[src/rtl/core/qpps_pkg.sv]
`default_nettype none

package qpps_pkg;

    // Position counter width; the reported position is its low 32 bits.
    localparam int POS_WIDTH = 32;
    localparam int TARGET_W  = 32;
    localparam int OUT_POS_W = 32;

    // Error spans target minus position without wrap.
    localparam int ERR_W  = ((POS_WIDTH > TARGET_W) ? POS_WIDTH : TARGET_W) + 1;
    // Change of error, gain products and their sum.
    localparam int DERR_W = ERR_W + 1;
    localparam int PTERM_W = ERR_W + 9;
    localparam int DTERM_W = DERR_W + 9;
    localparam int RESP_W  = DTERM_W + 1;

    localparam int DUTY_W = 8;
    localparam int GAIN_W = 8;
    localparam int CFG_DATA_W = 8;
    localparam int DUTY_MAX = 255;

    localparam logic [GAIN_W-1:0] PROP_GAIN_RST  = GAIN_W'(4);
    localparam logic [GAIN_W-1:0] DERIV_GAIN_RST = GAIN_W'(13);

    typedef enum logic [1:0] {
        REQ_ENCODER = 2'd0,
        REQ_TICK    = 2'd1,
        REQ_TARGET  = 2'd2,
        REQ_CLEAR   = 2'd3
    } req_type_t;

    typedef enum logic [1:0] {
        CFG_PROP_GAIN  = 2'd0,
        CFG_DERIV_GAIN = 2'd1,
        CFG_PROP_ONLY  = 2'd2
    } cfg_index_t;

    // One decoder step: next phase and the counter move it causes.
    typedef struct packed {
        logic [1:0] phase;
        logic       cnt_up;
        logic       cnt_down;
    } quad_step_t;

    typedef struct packed {
        logic [DUTY_W-1:0] fwd;
        logic [DUTY_W-1:0] rev;
    } duty_t;

endpackage

`default_nettype wire

[src/rtl/core/quadrature_pd_position_servo.sv]
`default_nettype none

// Quadrature-decoded PD position servo.
//
// Input stream (s_*): one word per request. s_tuser carries the request
// kind (encoder pin change, control tick, set target, clear position).
// s_tdata carries the encoder pins and the new target.
// Output stream (m_*): exactly one word per request, holding forward and
// reverse duty and the position after that request.
// Config channel (cfg_*): always ready; write gains and the P-only mode
// only while no request is in flight.
//
// A word held in the input register is decoded and applied when it advances,
// and the result is registered with the state; m_tvalid is high from then on.
// Throughput: one word per cycle while the receiver keeps up; the only loop
// is the state update (counter, target, error, duties).
// A stalled receiver holds the result and the state; the input register
// then takes one more word and s_tready drops until m_tready returns.
// Reset clears position, target, last error, duties, decoder phase and
// loads the gains with 4 and 13; both streams come up empty.

module quadrature_pd_position_servo (
    input  wire logic        clk,
    input  wire logic        rst_n,

    input  wire logic        s_tvalid,
    output logic             s_tready,
    // [1:0] encoder_ab, [33:2] new_target, [39:34] zero
    input  wire logic [39:0] s_tdata,
    // [1:0] req_type
    input  wire logic [1:0]  s_tuser,

    output logic             m_tvalid,
    input  wire logic        m_tready,
    // [7:0] forward_duty, [15:8] reverse_duty, [47:16] position
    output logic [47:0]      m_tdata,

    input  wire logic        cfg_valid,
    output logic             cfg_ready,
    input  wire logic [1:0]  cfg_index,
    input  wire logic [7:0]  cfg_data
);

    // Input register.
    logic                                   in_valid_reg;
    logic [1:0]                             in_type_reg;
    logic [1:0]                             in_ab_reg;
    logic signed [qpps_pkg::TARGET_W-1:0]   in_target_reg;

    // Servo state; the duty and position registers double as the result.
    logic [1:0]                             phase_reg, phase_next;
    logic signed [qpps_pkg::POS_WIDTH-1:0]  pos_reg, pos_next;
    logic signed [qpps_pkg::TARGET_W-1:0]   target_reg, target_next;
    logic signed [qpps_pkg::ERR_W-1:0]      prev_err_reg, prev_err_next;
    logic [qpps_pkg::DUTY_W-1:0]            fwd_duty_reg, fwd_duty_next;
    logic [qpps_pkg::DUTY_W-1:0]            rev_duty_reg, rev_duty_next;
    logic                                   out_valid_reg;

    // Config registers.
    logic [qpps_pkg::GAIN_W-1:0]            prop_gain_reg;
    logic [qpps_pkg::GAIN_W-1:0]            deriv_gain_reg;
    logic                                   prop_only_reg;

    logic                                   advance;
    logic signed [qpps_pkg::ERR_W-1:0]      err;
    qpps_pkg::quad_step_t                   step;
    qpps_pkg::duty_t                        law_duty;

    // Advance the held word when the result slot is free or being drained.
    assign advance   = in_valid_reg && (!out_valid_reg || m_tready);
    assign s_tready  = !in_valid_reg || advance;
    assign cfg_ready = 1'b1;

    assign m_tvalid = out_valid_reg;
    assign m_tdata  = {qpps_pkg::OUT_POS_W'(pos_reg), rev_duty_reg, fwd_duty_reg};

    qpps_quad_dec u_dec (
        .phase (phase_reg),
        .ab    (in_ab_reg),
        .step  (step)
    );

    // Error against the current position, wide enough not to wrap.
    assign err = qpps_pkg::ERR_W'(target_reg) - qpps_pkg::ERR_W'(pos_reg);

    qpps_pd_law u_law (
        .err       (err),
        .prev_err  (prev_err_reg),
        .kp        (prop_gain_reg),
        .kd        (deriv_gain_reg),
        .prop_only (prop_only_reg),
        .duty      (law_duty)
    );

    // Apply the held request to the servo state.
    always_comb
    begin
        phase_next    = phase_reg;
        pos_next      = pos_reg;
        target_next   = target_reg;
        prev_err_next = prev_err_reg;
        fwd_duty_next = fwd_duty_reg;
        rev_duty_next = rev_duty_reg;
        unique case (qpps_pkg::req_type_t'(in_type_reg))
            qpps_pkg::REQ_ENCODER:
            begin
                phase_next = step.phase;
                // Position is the negated count.
                if (step.cnt_up)
                    pos_next = pos_reg - qpps_pkg::POS_WIDTH'(1);
                else if (step.cnt_down)
                    pos_next = pos_reg + qpps_pkg::POS_WIDTH'(1);
            end
            qpps_pkg::REQ_TICK:
            begin
                fwd_duty_next = law_duty.fwd;
                rev_duty_next = law_duty.rev;
                if (!prop_only_reg)
                    prev_err_next = err;
            end
            qpps_pkg::REQ_TARGET:
            begin
                target_next = in_target_reg;
            end
            default:
            begin
                pos_next      = '0;
                target_next   = '0;
                fwd_duty_next = '0;
                rev_duty_next = '0;
            end
        endcase
    end

    // Hold the incoming word.
    always_ff @(posedge clk or negedge rst_n)
    begin
        if (!rst_n)
            in_valid_reg <= 1'b0;
        else if (s_tready)
            in_valid_reg <= s_tvalid;
    end

    always_ff @(posedge clk)
    begin
        if (s_tvalid && s_tready)
        begin
            in_type_reg   <= s_tuser;
            in_ab_reg     <= s_tdata[1:0];
            in_target_reg <= s_tdata[33:2];
        end
    end

    // Servo state and result handshake.
    always_ff @(posedge clk or negedge rst_n)
    begin
        if (!rst_n)
        begin
            phase_reg     <= '0;
            pos_reg       <= '0;
            target_reg    <= '0;
            prev_err_reg  <= '0;
            fwd_duty_reg  <= '0;
            rev_duty_reg  <= '0;
            out_valid_reg <= 1'b0;
        end
        else
        begin
            if (advance)
            begin
                phase_reg    <= phase_next;
                pos_reg      <= pos_next;
                target_reg   <= target_next;
                prev_err_reg <= prev_err_next;
                fwd_duty_reg <= fwd_duty_next;
                rev_duty_reg <= rev_duty_next;
            end
            if (advance)
                out_valid_reg <= 1'b1;
            else if (m_tready)
                out_valid_reg <= 1'b0;
        end
    end

    // Config writes; unknown indexes drop.
    always_ff @(posedge clk or negedge rst_n)
    begin
        if (!rst_n)
        begin
            prop_gain_reg  <= qpps_pkg::PROP_GAIN_RST;
            deriv_gain_reg <= qpps_pkg::DERIV_GAIN_RST;
            prop_only_reg  <= 1'b0;
        end
        else if (cfg_valid && cfg_ready)
        begin
            unique case (cfg_index)
                qpps_pkg::CFG_PROP_GAIN:  prop_gain_reg  <= cfg_data;
                qpps_pkg::CFG_DERIV_GAIN: deriv_gain_reg <= cfg_data;
                qpps_pkg::CFG_PROP_ONLY:  prop_only_reg  <= cfg_data[0];
                default:
                begin
                end
            endcase
        end
    end

    // Never drive both directions at once.
    a_duty_exclusive: assert property (@(posedge clk) disable iff (!rst_n)
        !((fwd_duty_reg != '0) && (rev_duty_reg != '0)))
        else $error("forward and reverse duty both active");

    // Without an advance the state and result stay put.
    a_hold_state: assert property (@(posedge clk) disable iff (!rst_n)
        !advance |=> ($stable(pos_reg) && $stable(target_reg) && $stable(fwd_duty_reg)
                      && $stable(rev_duty_reg) && $stable(prev_err_reg)))
        else $error("servo state changed without an advancing word");

    // A clear request zeroes position, target and duties.
    a_clear: assert property (@(posedge clk) disable iff (!rst_n)
        (advance && (in_type_reg == qpps_pkg::REQ_CLEAR)) |=>
            ((pos_reg == '0) && (target_reg == '0) && (fwd_duty_reg == '0)
             && (rev_duty_reg == '0)))
        else $error("clear request left state behind");

    // Decoder phase moves only on encoder requests.
    a_phase_only_on_encoder: assert property (@(posedge clk) disable iff (!rst_n)
        !(advance && (in_type_reg == qpps_pkg::REQ_ENCODER)) |=> $stable(phase_reg))
        else $error("decoder phase moved on a non-encoder word");

endmodule

`default_nettype wire

[src/rtl/core/qpps_quad_dec.sv]
`default_nettype none

module qpps_quad_dec (
    input  wire logic [1:0]             phase,
    input  wire logic [1:0]             ab,
    output qpps_pkg::quad_step_t        step
);

    // Sequence 0->1->3->2->0 counts down, the reverse counts up.
    // Diagonal jumps and unchanged pins leave everything alone.
    always_comb
    begin
        step.phase    = phase;
        step.cnt_up   = 1'b0;
        step.cnt_down = 1'b0;
        unique case (phase)
            2'd0:
            begin
                if (ab == 2'd1)
                begin
                    step.phase = 2'd1; step.cnt_down = 1'b1;
                end
                else if (ab == 2'd2)
                begin
                    step.phase = 2'd2; step.cnt_up = 1'b1;
                end
            end
            2'd1:
            begin
                if (ab == 2'd0)
                begin
                    step.phase = 2'd0; step.cnt_up = 1'b1;
                end
                else if (ab == 2'd3)
                begin
                    step.phase = 2'd3; step.cnt_down = 1'b1;
                end
            end
            2'd2:
            begin
                if (ab == 2'd0)
                begin
                    step.phase = 2'd0; step.cnt_down = 1'b1;
                end
                else if (ab == 2'd3)
                begin
                    step.phase = 2'd3; step.cnt_up = 1'b1;
                end
            end
            default:
            begin
                if (ab == 2'd2)
                begin
                    step.phase = 2'd2; step.cnt_down = 1'b1;
                end
                else if (ab == 2'd1)
                begin
                    step.phase = 2'd1; step.cnt_up = 1'b1;
                end
            end
        endcase
    end

endmodule

`default_nettype wire

[src/rtl/core/qpps_pd_law.sv]
`default_nettype none

module qpps_pd_law (
    input  wire logic signed [qpps_pkg::ERR_W-1:0]  err,
    input  wire logic signed [qpps_pkg::ERR_W-1:0]  prev_err,
    input  wire logic [qpps_pkg::GAIN_W-1:0]        kp,
    input  wire logic [qpps_pkg::GAIN_W-1:0]        kd,
    input  wire logic                               prop_only,
    output qpps_pkg::duty_t                         duty
);

    logic signed [qpps_pkg::DERR_W-1:0]  derr;
    logic signed [qpps_pkg::PTERM_W-1:0] p_term;
    logic signed [qpps_pkg::DTERM_W-1:0] d_term;
    logic signed [qpps_pkg::RESP_W-1:0]  resp;
    logic signed [qpps_pkg::RESP_W-1:0]  lim_pos;
    logic signed [qpps_pkg::RESP_W-1:0]  lim_neg;

    assign derr   = qpps_pkg::DERR_W'(err) - qpps_pkg::DERR_W'(prev_err);
    assign p_term = qpps_pkg::PTERM_W'($signed({1'b0, kp})) * qpps_pkg::PTERM_W'(err);
    assign d_term = qpps_pkg::DTERM_W'($signed({1'b0, kd})) * qpps_pkg::DTERM_W'(derr);

    assign lim_pos = qpps_pkg::RESP_W'(qpps_pkg::DUTY_MAX);
    assign lim_neg = -lim_pos;

    always_comb
    begin
        if (prop_only)
            resp = qpps_pkg::RESP_W'(p_term);
        else
            resp = qpps_pkg::RESP_W'(p_term) + qpps_pkg::RESP_W'(d_term);

        // Clamp to full duty, then split by sign.
        if (resp > lim_pos)
        begin
            duty.fwd = qpps_pkg::DUTY_W'(qpps_pkg::DUTY_MAX);
            duty.rev = '0;
        end
        else if (resp < lim_neg)
        begin
            duty.fwd = '0;
            duty.rev = qpps_pkg::DUTY_W'(qpps_pkg::DUTY_MAX);
        end
        else if (resp > 0)
        begin
            duty.fwd = resp[qpps_pkg::DUTY_W-1:0];
            duty.rev = '0;
        end
        else
        begin
            duty.fwd = '0;
            duty.rev = qpps_pkg::DUTY_W'(-resp);
        end
    end

endmodule

`default_nettype wire

[config.mk]
export PLATFORM = sky130hd
export DESIGN_NAME = quadrature_pd_position_servo
export DESIGN_NICKNAME = d
export VERILOG_FILES = /design/src/rtl/core/qpps_pkg.sv /design/src/rtl/core/quadrature_pd_position_servo.sv /design/src/rtl/core/qpps_quad_dec.sv /design/src/rtl/core/qpps_pd_law.sv
export SDC_FILE = /design/constraint.sdc
export NUM_CORES = 2
export LEC_CHECK = 0
export BUFFER_PORTS_ARGS = -buffer_cell sky130_fd_sc_hd__buf_4
export CORE_MARGIN = 5
export CORE_UTILIZATION = 34
export CTS_CLUSTER_DIAMETER = 40
export DETAILED_ROUTE_END_ITERATION = 7
export GPL_TIMING_DRIVEN = 0
export MAX_ROUTING_LAYER = met4
export PLACE_DENSITY = 0.52
export SLEW_MARGIN = 5
export SYNTH_ARGS = -nofsm -noshare
export SYNTH_HDL_FRONTEND = slang
export SYNTH_SLANG_ARGS = --single-unit
[constraint.sdc]
create_clock -name clk -period 13.4 [get_ports clk]
set_clock_uncertainty 0.05 [all_clocks]
set_input_delay 2.01 -clock clk [delete_from_list [all_inputs] [get_ports clk]]
set_output_delay 2.01 -clock clk [all_outputs]
set_load 0.01 [all_outputs]
==> results.md <==
Status:
- The flow ran to the end, but the final reports show violations.
- The final reports fail on capacitance limit, slew limit.

Global routing:
- The global-route wire length before repair is roughly 170000 um.
- After global routing the overflow that remains totals 0.
- The pin count of the biggest net entering global routing is 93.
- The number of global-route vias before repair is between 20000 and 30000.
- The initial antenna violation count is 4.
- The total routing resource utilization after global routing is between 20 and 25%.

Yosys:
- For this run, the number of Yosys warnings is 0.
- The count of flip-flops with a built-in enable after synthesis is 36.
- Synthesis produced a netlist whose cell count is between 3000 and 4000.
- Sequential elements use about 14% of the synthesized area.
- The fraction of registers with async set or reset after synthesis is 78.82%.
- The post-synthesis cell area is 0.03275 mm2.
- The most instantiated flip-flop cell in the synthesis netlist is dfrtp_1.
- The number of nets in the synthesized netlist is 4565.
- The average instance in the mapped netlist occupies 8.708 um2.
- The count of state elements after synthesis is 170.
- The distinct cell type count of the synthesized netlist is about 100.

Cells and area:
- At the end of the flow, the number of nets in the layout was approximately 4700.
- The antenna cell count is 0.
- From synthesis to final layout, the design area changed by 10.38%.
- Summing all non-filler instances in the final layout gives an area of around 0.036 mm2.
- The register with the most flip-flops in the layout has 33 of them.
- The post-route netlist has ~7.3% of its cells at a drive strength greater than 1.

Drt:
- The average wire per cell in the routed design is ~21 um.
- The overall via count from detail_route is roughly 27000.
- Using the TritonRoute via totals, the vias-per-cell ratio works out to about 5.2.
- The detailed-route DRC error count is 0.
- The total iterations of the first detailed-routing run is 5.
- The detailed router finished its first iteration with ~1800 violations.
- Once detail routing completed, the nets flagged for antenna violations numbered 0.
- After detailed routing, the total wire length is around 110000 um.

Worst setup path:
- STA classifies the critical path startpoint as a flop.
- The count of cells along the worst register-to-register path is 45.
- In this run the worst setup path begins at pos_reg[0].
- In this design, the stage delay of the slowest critical-path cell is around 640 ps.
- The launch instance of the worst register-to-register path is pos_reg[0].
- The worst flop-to-flop path endpoint is rev_duty_reg[3].
- The number of buffers and inverters on the critical path is 9.
- The top cell family by delay on the critical path is compound AO/OA/AOI/OAI gates.
- The worst-case register-to-register setup slack is roughly 700 ps.
- The critical path ends at rev_duty_reg[3].
- The maximum fanout along the worst path is 9.
- The worst path arrival time is roughly 13000 ps.
- The data required time at the worst endpoint is around 14000 ps.
- The cell that appears most often on the critical path is fa_1.
- The startpoint-to-endpoint class of the critical path is flop to flop.
- STA classifies the critical path endpoint as a flop.
- The slowest stage of the critical path is the xnor2_1 cell.
- Counting buffers and inverters, the worst setup path is 45 cells deep.

Clock network:
- The clock passes through at most 2 buffers.
- The clock reaches the later pin of the worst-skew pair after approximately 510 ps.
- The clock buffer count from CTS is 17.
- TritonCTS built the clock tree.
- Clock-pin slew was measured on the worst setup and hold paths at about 90 ps.
- The H-tree was split into 4 levels.
- The clock sink count is 170.
- The tree is rooted in a clkbuf_16.
- The number of hold buffers added after CTS is 0.

Hold path:
- The type of the worst min-delay path is flop to flop.

STA:
- Measured against its own limit, the worst slew margin works out to -0.1817%.
- The count of final setup violators is 0.
- At the pin with the least slew margin, the transition time is about 1500 ps.
- The count of pins over their slew limit was 1.
- The maximum clock frequency is slightly below 80 MHz.
- The minimum period implied by the final worst setup slack is 12700 ps.
- The final-report hold violation count is 0.
- The post-route fraction of the period consumed by the critical path is between 90 and 100%.

Floorplan:
- The die is 320.4 um tall.
- For this configuration, the core starts out at a cell density of between 30 and 40%.
- The core region is ~0.095 mm2.
- The standard-cell row count is roughly 110.
- The full die area is roughly 0.10 mm2.
- The width of the die is about 320 um.
- The number of ports placed on the die boundary is ~110.

Placement:
- Detailed placement finished with a half-perimeter wire length of between 90000 and 100000 um.
- Port buffering added 100 buffers.
- The routability congestion estimate is just under 1.
- The cell area after placement is about 0.035 mm2.

Run:
- The number of maximum-capacitance violations is 1.
-- cells in the final DEF, fill, tap and decap left out, types with 37 or more instances in the layout --
cell / count
xnor2_1: 71
dfrtp_1: 130
a21o_1: 84
and2_1: 313
ha_1: 290
buf_4: 102
xor2_1: 47
nand2b_1: 46
nor2_1: 135
nand3_1: 96
nor3_1: 43
clkbuf_1: 104
a21oi_1: 142
fa_1: 457
inv_1: 640
mux2_2: 51
nand2_1: 410
o21ai_0: 107
nor2b_1: 37
-- worst min-delay path by stage --
stage / from / endpoint / cells after the start
after global routing: target_reg[20] / target_reg[20] / 2
after CTS: in_target_reg[31] / target_reg[31] / 2
after floorplan: target_reg[10] / target_reg[10] / 2
after global placement: target_reg[20] / target_reg[20] / 2
final: in_target_reg[30] / target_reg[30] / 2
after detailed placement: in_target_reg[31] / target_reg[31] / 2
-- area by class of cell --
cell class / count / area (um2)
Buffer: 119 / 469.2
Clock buffer: 18 / 439.2
Clock inverter: 14 / 170.2
Fill cell: 9892 / 59150
Inverter: 641 / 2406
Multi-Input combinational cell: 2830 / 25750
Sequential cell: 170 / 4439
Tap cell: 1265 / 1583
Timing Repair Buffer: 109 / 889.6
-- cell usage after synthesis (all sizes together), types with 16 or more instances --
cell	n	area, um2
a211oi	23	172.7
a21o	84	630.6
a21oi	152	787.0
a31oi	24	165.2
and2	315	1971
and3	22	142.6
clkbuf	107	402.9
dfrtp	130	3253
edfxtp	36	1081
fa	457	9149
ha	290	3628
inv	640	2402
mux2	51	574.3
nand2	410	1539
nand2b	46	287.8
nand3	97	498.0
nand4	24	162.7
nor2	136	510.5
nor2b	37	231.5
nor3	44	220.2
nor4	18	137.6
o211ai	33	252.7
o21a	28	210.2
o21ai	128	651.9
o21bai	27	202.7
o22ai	24	150.1
or3	16	100.1
xnor2	85	744.5
xor2	58	508.0
-- through the flow --
step	cells	setup TNS, ps	worst slack [ps]	util, %	hold WS, ps
6_report	5166	0	702.5	37.93	419.0
5_1_grt	5166	-205.2	-45.25	37.93	460.4
4_1_cts	5165	0	110.6	37.71	428.5
3_5_place_dp	5133	-3982	-481.6	37.04	411.4
3_3_place_gp	5126	-2648	-368.8	36.82	404.4
2_1_floorplan	3761	0	2431	-	392.8
-- what timing repair did --
action,CTS,global route
setup endpoints to repair,16,16
resized for setup,4,28
pin swaps,0,1
buffers inserted,0,2
-- per-layer routing --
metal | track usage (%) | routed length, um | up-vias
met5 | - | 0 | -
met4 | 5.166 | 2685 | 0
met3 | 2.220 | 4577 | 110
met2 | 36.53 | 51850 | 621
met1 | 29.66 | 50100 | 13490
li1 | - | - | 12570
-- tightest hold or removal path: stages (launching register included) --
cell and delay, ps:
edfxtp_1 330, nand3_1 70, nand2_1 70
-- cells by family after synthesis --
kind of cell | Yosys count | share of synthesized area (%)
AOI/OAI and AO/OA | 655 | 13.64
and+or+nand+nor | 1224 | 19.14
adders and majority gates | 747 | 39.01
muxes | 60 | 2.029
buffers and inverters | 761 | 8.787
xor gates and xnor gates | 143 | 3.824
other | 1 | 0.01145
DFF | 170 | 13.55
Power is not shown: default switching activity piles up to over one toggle a cycle in this logic, so the estimate is an artifact.
